### config.mk
export PLATFORM = sky130hd
export DESIGN_NAME = tms_ram
export DESIGN_NICKNAME = d
export VERILOG_FILES = /design/src/sv/tms_ram.sv
export SDC_FILE = /design/constraint.sdc
export NUM_CORES = 1
export LEC_CHECK = 0
export ABC_CLOCK_PERIOD_IN_PS = 1850
export BUFFER_PORTS_ARGS = -buffer_cell sky130_fd_sc_hd__buf_2
export CAP_MARGIN = 25
export CORE_UTILIZATION = 45
export CTS_BUF_LIST = sky130_fd_sc_hd__clkbuf_4
export DETAILED_ROUTE_END_ITERATION = 8
export PLACE_DENSITY_LB_ADDON = 0.1
export SLEW_MARGIN = 20
export SYNTH_ARGS = -nofsm -noshare
export SYNTH_HDL_FRONTEND = slang
export SYNTH_SLANG_ARGS = --single-unit
### constraint.sdc
create_clock -name clk -period 1.85 [get_ports clk]
set_input_delay 0.185 -clock clk [delete_from_list [all_inputs] [get_ports clk]]
set_output_delay 0.185 -clock clk [all_outputs]
set_load 0.05 [all_outputs]
### src/sv/tms_ram.sv
// Generic single-write, single-read synchronous RAM with registered read data.
module tms_ram #(
  parameter int WIDTH = 8,
  parameter int DEPTH = 16
) (
  input  logic                     clk,
  input  logic                     we,
  input  logic [$clog2(DEPTH)-1:0] waddr,
  input  logic [WIDTH-1:0]         wdata,
  input  logic [$clog2(DEPTH)-1:0] raddr,
  output logic [WIDTH-1:0]         rdata
);

  logic [WIDTH-1:0] mem [DEPTH];

  always_ff @(posedge clk) begin
    if (we) begin
      mem[waddr] <= wdata;
    end
    rdata <= mem[raddr];
  end

endmodule

Word-level counts from Yosys, hierarchy flattened
Memories as Yosys holds them, arrays and structs flattened. A register that Yosys moved wholly into a read port is not among the register bits.
Cells that the tools add are included.
Widths: inputs -> output; s select.
- register bits: 0
- memories: 1
- output and inout bits: 8
- bits in writable memories: 128
- muxes and demuxes: 2
- memory list (name ; words ; width ; rd ports ; clocked after memory_dff ; wr ports ; RTL line ; RTL):
    mem ; 16 ; 8 ; 1 ; 1 ; 1 ; 14 ; logic [WIDTH-1:0] mem [DEPTH];
- operators with widths (operator ; count):
    $mux 1 ; 2

Depth between registers and ports, before layout
- depth after elaboration: 2
- mapped depth: 5
- depth with buffers taken out: 3

Worst setup path after synthesis
OpenSTA, ideal clock, no wires.
- path type: input port to flip-flop
- start point: in waddr[2]
- end point: mem mem[0][0] (enable)
- setup time: 0.383 ns
- path slack: 0.172 ns
- cell stages on the path: 2
- path buffers: 0
- arrival: 1.295 ns
- data required time: 1.467 ns
- cells stage by stage: or3b_2 -> nor3_1
- RTL lines (element ; RTL line ; RTL):
    from (decl) ; 8 ; input logic [$clog2(DEPTH)-1:0] waddr,
    to (decl) ; 14 ;
No word-level cell before the write port.

==> run_results.csv <==
group,metric,value,unit
worst_setup_path,crit_chain,"mux4_1 > a22oi_1 > nand2_1",
cells_and_area,layoutNonFillerInstCount,439,
outcome,run_status,"finished, final reports clean",
worst_setup_path,worst-path-max-fanout,1,
worst_setup_path,critical_path_class,"reg -> reg",
sta,period_needed,1410,ps
clock_network,hold_buf_cts,0,
cells_and_area,postLayoutCoreUtil,53.2,%
floorplan,core_region_area,11000,um^2
synth,synth.lib_cells_used.distinct,19,
global_routing,track_usage,18.1,%
pwr,finalPower,5.78,mW
route,drt-pass1-iter-count,4,
global_routing,first_pass_grt_wire_length,14.4,mm
synth,synth-edff-count,128,
clock_network,cts_buffer_depth,2,
cells_and_area,final_nets,304,
cells_and_area,fraction_of_layout_cells_with_a_size_suffix_above_1,32.1,%
pwr,leakage,1.99,nW
placed_design,dp.final_hpwl,6.21,mm
global_routing,grt_pass1_vias,2459,
placed_design,area_after_detailed_placement,5560,um^2
route,drt-wirelength-per-cell,21.5,um
sta,maxSlewHeadroom,71.0,%
global_routing,grt.overflow.total,0,
clock_network,worstSkewPairLatency,490,ps
worst_setup_path,worst_path_largest_cell_delay,490,ps
sta,finalSetupTns,0,ps
placed_design,gp_congestion,0.740,
clock_network,post_cts_buffers,0,
worst_setup_path,slowest_stage,"mux4_1",
route,totalWireLength,9.42,mm
global_routing,grt_antenna_before_repair,0,
sta,post-route-period-util,76.2,%
synth,mappedNetlistNets,247,
worst_setup_path,cp.buffers_inverters,0,
run,drv.max_cap_violation_count,0,
clock_network,cts_repair_resize_count,0,
sta,worst-slew-pin-transition,434,ps
sta,fmax,0.710,GHz
synth,post_synth_main_area_contributors,"edfxtp_1 (75%), mux4_2 (7.9%), mux4_1 (7.1%)",
floorplan,top_level_ports,26,
clock_network,cts_htree_levels,4,
floorplan,floorplan.rows,38,
route,postRouteAntennaNets,0,
synth,postSynth.topFlopCell,"edfxtp_1",
route,route.detailed.vias_per_inst,5.42,
synth,synth_largest_area_cell,"edfxtp_1",
floorplan,die_height,109,um
floorplan,die_x,109,um
clock_network,cts_sinks,136,
cells_and_area,fill_cells,883,
route,number_of_vias_after_detailed_routing,2381,
floorplan,initial_utilization,46.9,%
cells_and_area,multi_input_area,1060,um^2
placed_design,detailedPlace.worstSlack,215,ps
route,detail_route.drc_violations,0,
clock_network,cts.root.buffer_cell,"clkbuf_4",
synth,ys.warnings.count,0,
pwr,irDropWorstVdd,0.419,mV
worst_setup_path,cpLargestDelayFamily,"multiplexers",
sta,rsz_0062_raised_after_global_routing,"no",
route,drt_iter0_markers,158,
cells_and_area,sequential_cell_area,4000,um^2
placed_design,portbufs,25,
synth,synth_most_common_cell,"edfxtp_1",
pwr,power_density,989,nW/um^2
worst_setup_path,startpoint_type,"register",
worst_setup_path,crit_arrival,1780,ps
synth,synth-seq-cells,136,
min_path,worst_hold_path_type,"in -> reg",
sta,timing.final.setup_violations,0,
synth,ys_top_cells_by_count,"edfxtp_1 (128), mux4_2 (18), a22oi_1 (16)",
floorplan,fp.dieArea,11900,um^2
worst_setup_path,worst_ep_required_time,2220,ps
sta,clock_skew,12.9,ps
cells_and_area,area_delta_synth_final,13.6,%
sta,hold_slack,64.2,ps
cells_and_area,insertedDiodeCount,0,
worst_setup_path,critPathCaptureType,"register",
synth,yosys.area.top_type_share,74.7,%
clock_network,tritoncts,"built",
clock_network,cts_made_buffers,17,
sta,final_critical_path_setup_slack,441,ps
global_routing,maximum_number_of_pins_on_one_net_before_global_route_repair,33,
clock_network,clkSlewWorstSetupHoldPaths,110,ps
synth,synthesis.instances,229,
synth,synthArstFlopShare,0,%
placed_design,post-place-cells,407,
cells_and_area,final_design_area_no_fill,5850,um^2
synth,yosysSeqAreaShare,77.8,%
sta,final-max-slew-violation-count,0,
synth,netlist_area,5150,um^2
sta,hold_violations,0,
synth,syn_avg_cell_area,22.5,um^2
## metal layers
layer | routed length (um) | part of all wire, % | global-route usage (%) | vias to the layer above
met5 | 0 | 0 | 0 | -
met4 | 60 | 0.64 | 6.37 | 0
met1 | 4340 | 46 | 25.4 | 1225
met2 | 4460 | 47 | 27.4 | 60
met3 | 555 | 5.9 | 4.90 | 4
li1 | - | - | - | 1092
## cells by family after synthesis
| group | Yosys count | share of synthesized area [%] |
|---|---|---|
| AOI/OAI and AO/OA | 16 | 2.33 |
| buffers and inverters | 10 | 1.68 |
| DFF | 136 | 77.8 |
| muxes | 32 | 15.0 |
| and+or+nand+nor | 35 | 3.18 |
## sequential cells by signal, summed over array words and instances, names as in the netlist
register and flops:
mem 128, rdata 8
## path summary, 6_finish.rpt
| check | depth (start not counted) | startpoint | end | slack, ps |
|---|---|---|---|---|
| setup / recovery | 3 | mem[8][1]$_DFFE_PP_ | rdata[1]$_DFF_P_ | 440 |
| hold / removal | 1 | wdata[6] | mem[5][6]$_DFFE_PP_ | 60 |
| setup reg to reg | 3 | mem[8][1]$_DFFE_PP_ | rdata[1]$_DFF_P_ | 440 |
| hold reg to reg | 3 | mem[14][5]$_DFFE_PP_ | rdata[5]$_DFF_P_ | 680 |
## worst reg2reg max path, delay by kind of cell, from the launching register on
| kind | cells | cell delay (ps) |
|---|---|---|
| AND/OR/NAND/NOR | 1 | 100 |
| AO/OA/AOI/OAI | 1 | 310 |
| flip-flops | 1 | 390 |
| multiplexers | 1 | 490 |
## cell type report
class | instances | area share, %
repair buffers | 48 | 5.52
clock inverters | 11 | 2.23
clock buffers | 21 | 2.70
flip-flops and latches | 136 | 68.5
well taps | 140 | 3.00
multi-input cells | 83 | 18.1
## placed cells by master (no fill, tap or decap)
master,n
edfxtp_1,128
buf_2,25
clkbuf_4,21
buf_4,21
mux4_2,18
a22oi_1,16
mux4_1,14
nor2_1,13
nand2_1,9
dfxtp_1,8
nor3_1,4
clkinv_2,4
bufinv_16,3
clkinv_1,3
nand3b_1,2
nand2b_1,2
buf_12,2
nor2b_1,1
and2_1,1
and2b_1,1
nand3_1,1
or3b_2,1
clkinv_4,1
## power by group
group          total [mW]  switching, mW  internal (mW)  leakage (nW)
Clock                1.94          0.956          0.979         0.163
Combinational       0.387          0.245          0.142         0.601
Sequential           3.46         0.0227           3.44          1.22
Total                5.78           1.22           4.56          1.99
Power figures use the tool's default switching activity.
