$ cat src/sv/tms_pkg.sv
// Shared types, codes and helpers for the Turing machine step core.
package tms_pkg;

  localparam int STATE_COUNT = 64;
  localparam int TAPE_DEPTH  = 512;
  localparam int RULE_SLOTS  = STATE_COUNT * 4;
  localparam int STATE_W     = 6;
  localparam int HEAD_W      = 9;
  localparam int LEN_W       = 10;
  localparam int STEP_W      = 20;
  localparam int SLOT_W      = $clog2(RULE_SLOTS);

  typedef enum logic [1:0] {
    ACT_RULE    = 2'd0,
    ACT_CELL    = 2'd1,
    ACT_RESTART = 2'd2,
    ACT_STEP    = 2'd3
  } action_t;

  typedef enum logic [2:0] {
    ST_ACCEPTED = 3'd0,
    ST_STEPPED  = 3'd1,
    ST_HALTRULE = 3'd2,
    ST_NORULE   = 3'd3,
    ST_LIMIT    = 3'd4,
    ST_HALTED   = 3'd5
  } status_t;

  localparam logic [1:0] MOVE_RIGHT = 2'd1;
  localparam logic [1:0] MOVE_LEFT  = 2'd2;
  localparam logic [1:0] SYM_BLANK  = 2'd2;
  localparam logic [1:0] SYM_BAD    = 2'd3;

  localparam logic [1:0] REG_START  = 2'd0;
  localparam logic [1:0] REG_LENGTH = 2'd1;
  localparam logic [1:0] REG_LIMIT  = 2'd2;

  typedef struct packed {
    logic [STATE_W-1:0] start_state;
    logic [LEN_W-1:0]   tape_length;
    logic [STEP_W-1:0]  step_limit;
  } cfg_t;

  typedef struct packed {
    logic [1:0]         wr_sym;
    logic [1:0]         move;
    logic [STATE_W-1:0] next_state;
    logic               halts;
  } rule_t;

  typedef enum logic [2:0] {
    S_IDLE = 3'b001,
    S_SYM  = 3'b010,
    S_EXEC = 3'b100
  } fsm_t;

  function automatic logic [1:0] sym_norm(input logic [1:0] v);
    sym_norm = (v == SYM_BAD) ? SYM_BLANK : v;
  endfunction

endpackage

$ cat src/sv/tms_cfg.sv
// APB configuration registers: start state, tape length and step limit.
module tms_cfg
  import tms_pkg::*;
(
  input  logic        clk,
  input  logic        rst,
  input  logic        psel,
  input  logic        penable,
  input  logic        pwrite,
  input  logic [3:0]  paddr,
  input  logic [31:0] pwdata,
  output logic [31:0] prdata,
  output logic        pready,
  output cfg_t        cfg
);

  logic wr_en;

  assign pready = 1'b1;
  assign wr_en  = psel && penable && pwrite;

  always_ff @(posedge clk) begin
    if (rst) begin
      cfg.start_state <= '0;
      cfg.tape_length <= LEN_W'(TAPE_DEPTH);
      cfg.step_limit  <= STEP_W'(1000000);
    end else if (wr_en) begin
      case (paddr[3:2])
        REG_START:  cfg.start_state <= pwdata[STATE_W-1:0];
        REG_LENGTH: cfg.tape_length <= pwdata[LEN_W-1:0];
        REG_LIMIT:  cfg.step_limit  <= pwdata[STEP_W-1:0];
        default:    ;
      endcase
    end
  end

  always_comb begin
    unique case (paddr[3:2])
      REG_START:  prdata = {{(32-STATE_W){1'b0}}, cfg.start_state};
      REG_LENGTH: prdata = {{(32-LEN_W){1'b0}}, cfg.tape_length};
      REG_LIMIT:  prdata = {{(32-STEP_W){1'b0}}, cfg.step_limit};
      default:    prdata = '0;
    endcase
  end

endmodule

$ cat config.mk
export PLATFORM = sky130hd
export DESIGN_NAME = tms_cfg
export DESIGN_NICKNAME = d
export VERILOG_FILES = /design/src/sv/tms_pkg.sv /design/src/sv/tms_cfg.sv
export SDC_FILE = /design/constraint.sdc
export NUM_CORES = 1
export LEC_CHECK = 0
export BUFFER_PORTS_ARGS = -buffer_cell sky130_fd_sc_hd__buf_2
export CAP_MARGIN = 20
export CORE_UTILIZATION = 35
export CTS_CLUSTER_SIZE = 16
export DETAILED_ROUTE_END_ITERATION = 8
export PLACE_DENSITY = 0.7
export SLEW_MARGIN = 20
export SYNTH_ARGS = -nofsm -noshare
export SYNTH_HDL_FRONTEND = slang
export SYNTH_SLANG_ARGS = --single-unit
$ cat constraint.sdc
create_clock -name clk -period 2.6 [get_ports clk]
set_input_delay 0.13 -clock clk [delete_from_list [all_inputs] [get_ports clk]]
set_output_delay 0.13 -clock clk [all_outputs]
set_load 0.02 [all_outputs]
-- After elaboration in Yosys (flattened, before gate mapping)
Index checks and enable logic that the tools add are counted.
- input bits: 41
- word-level logic and storage cells: 12
- output and inout port bits: 69
- bits in registers: 36
- equal/unequal tests: 2
- muxes and demuxes: 1
- reductions and logical operators: 6
- operators with widths (operator ; number):
    case mux 20 bit (3 select lines) ; 1
    AND reduction 2 bit ; 3
    == test 2 x 1 -> 1 bit (second input constant) ; 1
    == test 2 bit (second input constant) ; 1
    logical AND 1 bit ; 2
    logical NOT 2 bit ; 1

-- Logic depth before layout (Yosys ltp)
- depth in word-level cells: 3
- mapped depth: 5
- gate-level depth less buffers: 3

-- Worst setup path before layout
OpenSTA, ideal clock, no wires.
- path kind: reg-to-output
- start point: reg cfg[20] (netlist bit)
- end point: out prdata[0]
- slack: 1.443 ns
- path buffers: 0
- stages on the path, launching flop included: 3
- data arrival time: 1.027 ns
- path through: dfxtp_1 mux2i_1 o21ai_0
- cells in the longest elaborated chain, start to end: 1
- RTL lines (item ; RTL line ; text):
    start: declaration ; tms_cfg.sv:14 ; output cfg_t cfg
    case mux 20 bit (3 select lines) ; tms_cfg.sv:38 ; unique case (paddr[3:2])
    end: declaration ; tms_cfg.sv:12 ; output logic [31:0] prdata,
Every way passes these cells.

-- Worst setup path in the final report
- start point: in paddr[3]
- end point: out prdata[5]
- cells in the longest elaborated chain, start to end: 2
- elaborated cells on any way between the ends: 4
- RTL lines (item ; RTL line ; text):
    start: declaration ; tms_cfg.sv:10 ; input logic [3:0] paddr,
    == test 2 bit (tied with other cells) ; tms_cfg.sv:38 ;
    case mux 20 bit (3 select lines) (*) ; tms_cfg.sv:38 ;
Every way passes the cells marked *; elsewhere a longest branch is shown, timed or not.

==> results.toml <==
[min_path]
min_path_type = "in2reg"
worstHoldPathCells = 3

[placement]
placed_cells = 336
dp_hpwl_um = 2812
globalplace.congestion = 0.6547
dp_slack_ps = 1093
portBuffers = 82

[sta]
min_period_ps = 1513
maxSlewHeadroom = 0.4812
max_freq_mhz = 661.0
fin_hold_ws_ps = 100.4
timing.final.crit_share = 0.5818
fin_tns_setup_ps = 0
worst_clock_skew_ps = 0
setup_ws_ps = 1087
setup_viol = 0
finalHoldViolations = 0
drv_slew = 0
rsz0062_at_grt = "no"
worstMarginPinSlew_ps = 778.2

[global_routing]
gr-usage-all-layers = 0.1391
overflow = 0
top_usage_layer = "met2"
grt_pass1_wl_um = 5837
grt_use_met1 = 0.1807
grt_antenna_before_repair = 0
grt_pass1_vias = 1249
met3_usage = 0.03882
use_met2 = 0.2212
grt_max_degree = 58

[critical_path]
critPathKind = "in2out"
critPathMaxFanout = 15
start_kind = "input port"
worstPathArrival_ps = 1380
crit_path_end_kind = "output port"
required_ps = 2470
ff2ff_path_depth = 2
r2r_slack_ps = 1950

[clock_network]
clockRootBuffer = "clkbuf_8"
cts_num_sinks = 36
cts_resized = 0
numCtsBuffers = 5
htree_levels = 2
clkTransAtPathRegs_ps = 70
cts_hold_buf = 0
clk_path_buf_depth = 2
cts_tree = "yes"
postCtsSetupRepairBufs = 0
insertion_delay_ps = 290

[drt]
num_vias = 1517
drtIter0Drc = 28
drc = 0
dr.pass1.iters = 4
via_per_inst = 4.410
wire_per_inst_um = 11.68
wl_um = 4018
antenna_left = 0

[floorplan]
initial_core_util = 0.3648
rows = 26
die-area_sq_um = 5619
pin_count = 110
die_w_um = 74.96
die_h_um = 74.96
coreArea_sq_um = 5107

[synth]
ys_ff_latch = 36
syn_avg_cell_area_sq_um = 9.457
netlist_instances = 197
synth_edf_count = 0
synth_seq_area_share = 0.3868
postSynth.asyncResetShare = 0
synth_top_family_by_area = "simple AND/OR/NAND/NOR gates"
syn_area_sq_um = 1863
muxShareOfSynthArea = 0.2257
synth_xor_xnor_area_share = 0
post_synth_num_cell_types = 20
synthSimpleGateAreaFrac = 0.2572
synthAdderAreaFrac = 0
synth_ff_type = "dfxtp_1"
ys_warn_count = 0
synth_compound_area_frac = 0.03492

[job]
max_cap_viol_count = 0

[pwr]
leakagePower_nw = 1.156
ir_worst_vdd_mv = 0.2216
power_per_cell_area_nw_per_um2 = 481.2

[final_layout]
antenna_cells = 0
largest_reg_flops = 36
final_cells = 344
layout.nets = 314
fillCellCount = 543
mostFrequentLayoutCell = "buf_2"
synthToLayoutAreaGrowth_pct = 26.33
largest_register = "cfg"
seq_area_sq_um = 720.7
fin_util = 0.4608
most-common-layout-cells = "buf_2 (82), mux2i_1 (42), nand2b_1 (42), dfxtp_1 (36), nor2_1 (15)"
multi_input_area_sq_um = 1022
layout-drive-gt1-share = 0.3540
reg.largest.list = "cfg: 36 flops"

[status]
outcome = "finished clean"
==> routing by layer <==
metal | wire length (um) | vias up
met4 | 31 | 0
met3 | 293 | 4
met5 | 0 | -
met2 | 1764 | 64
li1 | - | 770
met1 | 1929 | 679
==> power breakdown <==
group          switching (mW)  total (mW)  internal, mW  leakage [nW]
clock network           0.210       0.424         0.215        0.0434
registers             0.00491       0.563         0.558         0.291
logic                  0.0891       0.145        0.0559         0.822
==> critical path, stage by stage <==
cell and delay (ps):
buf_2 220, nor2b_2 380, buf_4 290, nand2_1 70, o21ai_0 90, buf_2 200
==> worst paths after layout <==
kind / endpoint / from
worst max register to register: cfg[9] / cfg[9]
worst min-delay path: cfg[19] / pwdata[19]
worst min register to register: cfg[12] / cfg[12]
worst max-delay path: prdata[5] / paddr[3]
==> kinds of logic after synthesis <==
logic type / Yosys count
multiplexers: 42
buffers and inverters: 26
AO/OA/AOI/OAI: 10
other: 2
AND/OR/NAND/NOR: 81
flip-flops: 36
==> layout make-up <==
type,count,share of cell area
clock buffers,6,0.03509
flip-flops and latches,36,0.3062
repair buffers,84,0.1808
multi-input cells,146,0.4343
clock inverters,2,0.006380
well taps,70,0.03721
==> through the flow <==
step / total power, mW / cell area (sq um)
2_1_floorplan: 0.6892 / 1904
3_3_place_gp: 0.7203 / 2256
3_5_place_dp: 0.7217 / 2256
4_1_cts: 1.153 / 2354
5_1_grt: 1.187 / 2354
6_report: 1.132 / 2354
==> synth_stat cells (2+ instances only) <==
library cell | count | area, sq um
a22o_1 | 4 | 35.03
and2_1 | 10 | 62.56
buf_4 | 15 | 112.6
buf_6 | 2 | 22.52
clkbuf_1 | 8 | 30.03
conb_1 | 2 | 7.510
dfxtp_1 | 36 | 720.7
mux2i_1 | 42 | 420.4
nand2_1 | 6 | 22.52
nand2b_1 | 42 | 262.8
nand4_1 | 2 | 12.51
nor2_1 | 15 | 56.30
o21ai_0 | 6 | 30.03
No activity file was read; power rests on OpenSTA's default activity.
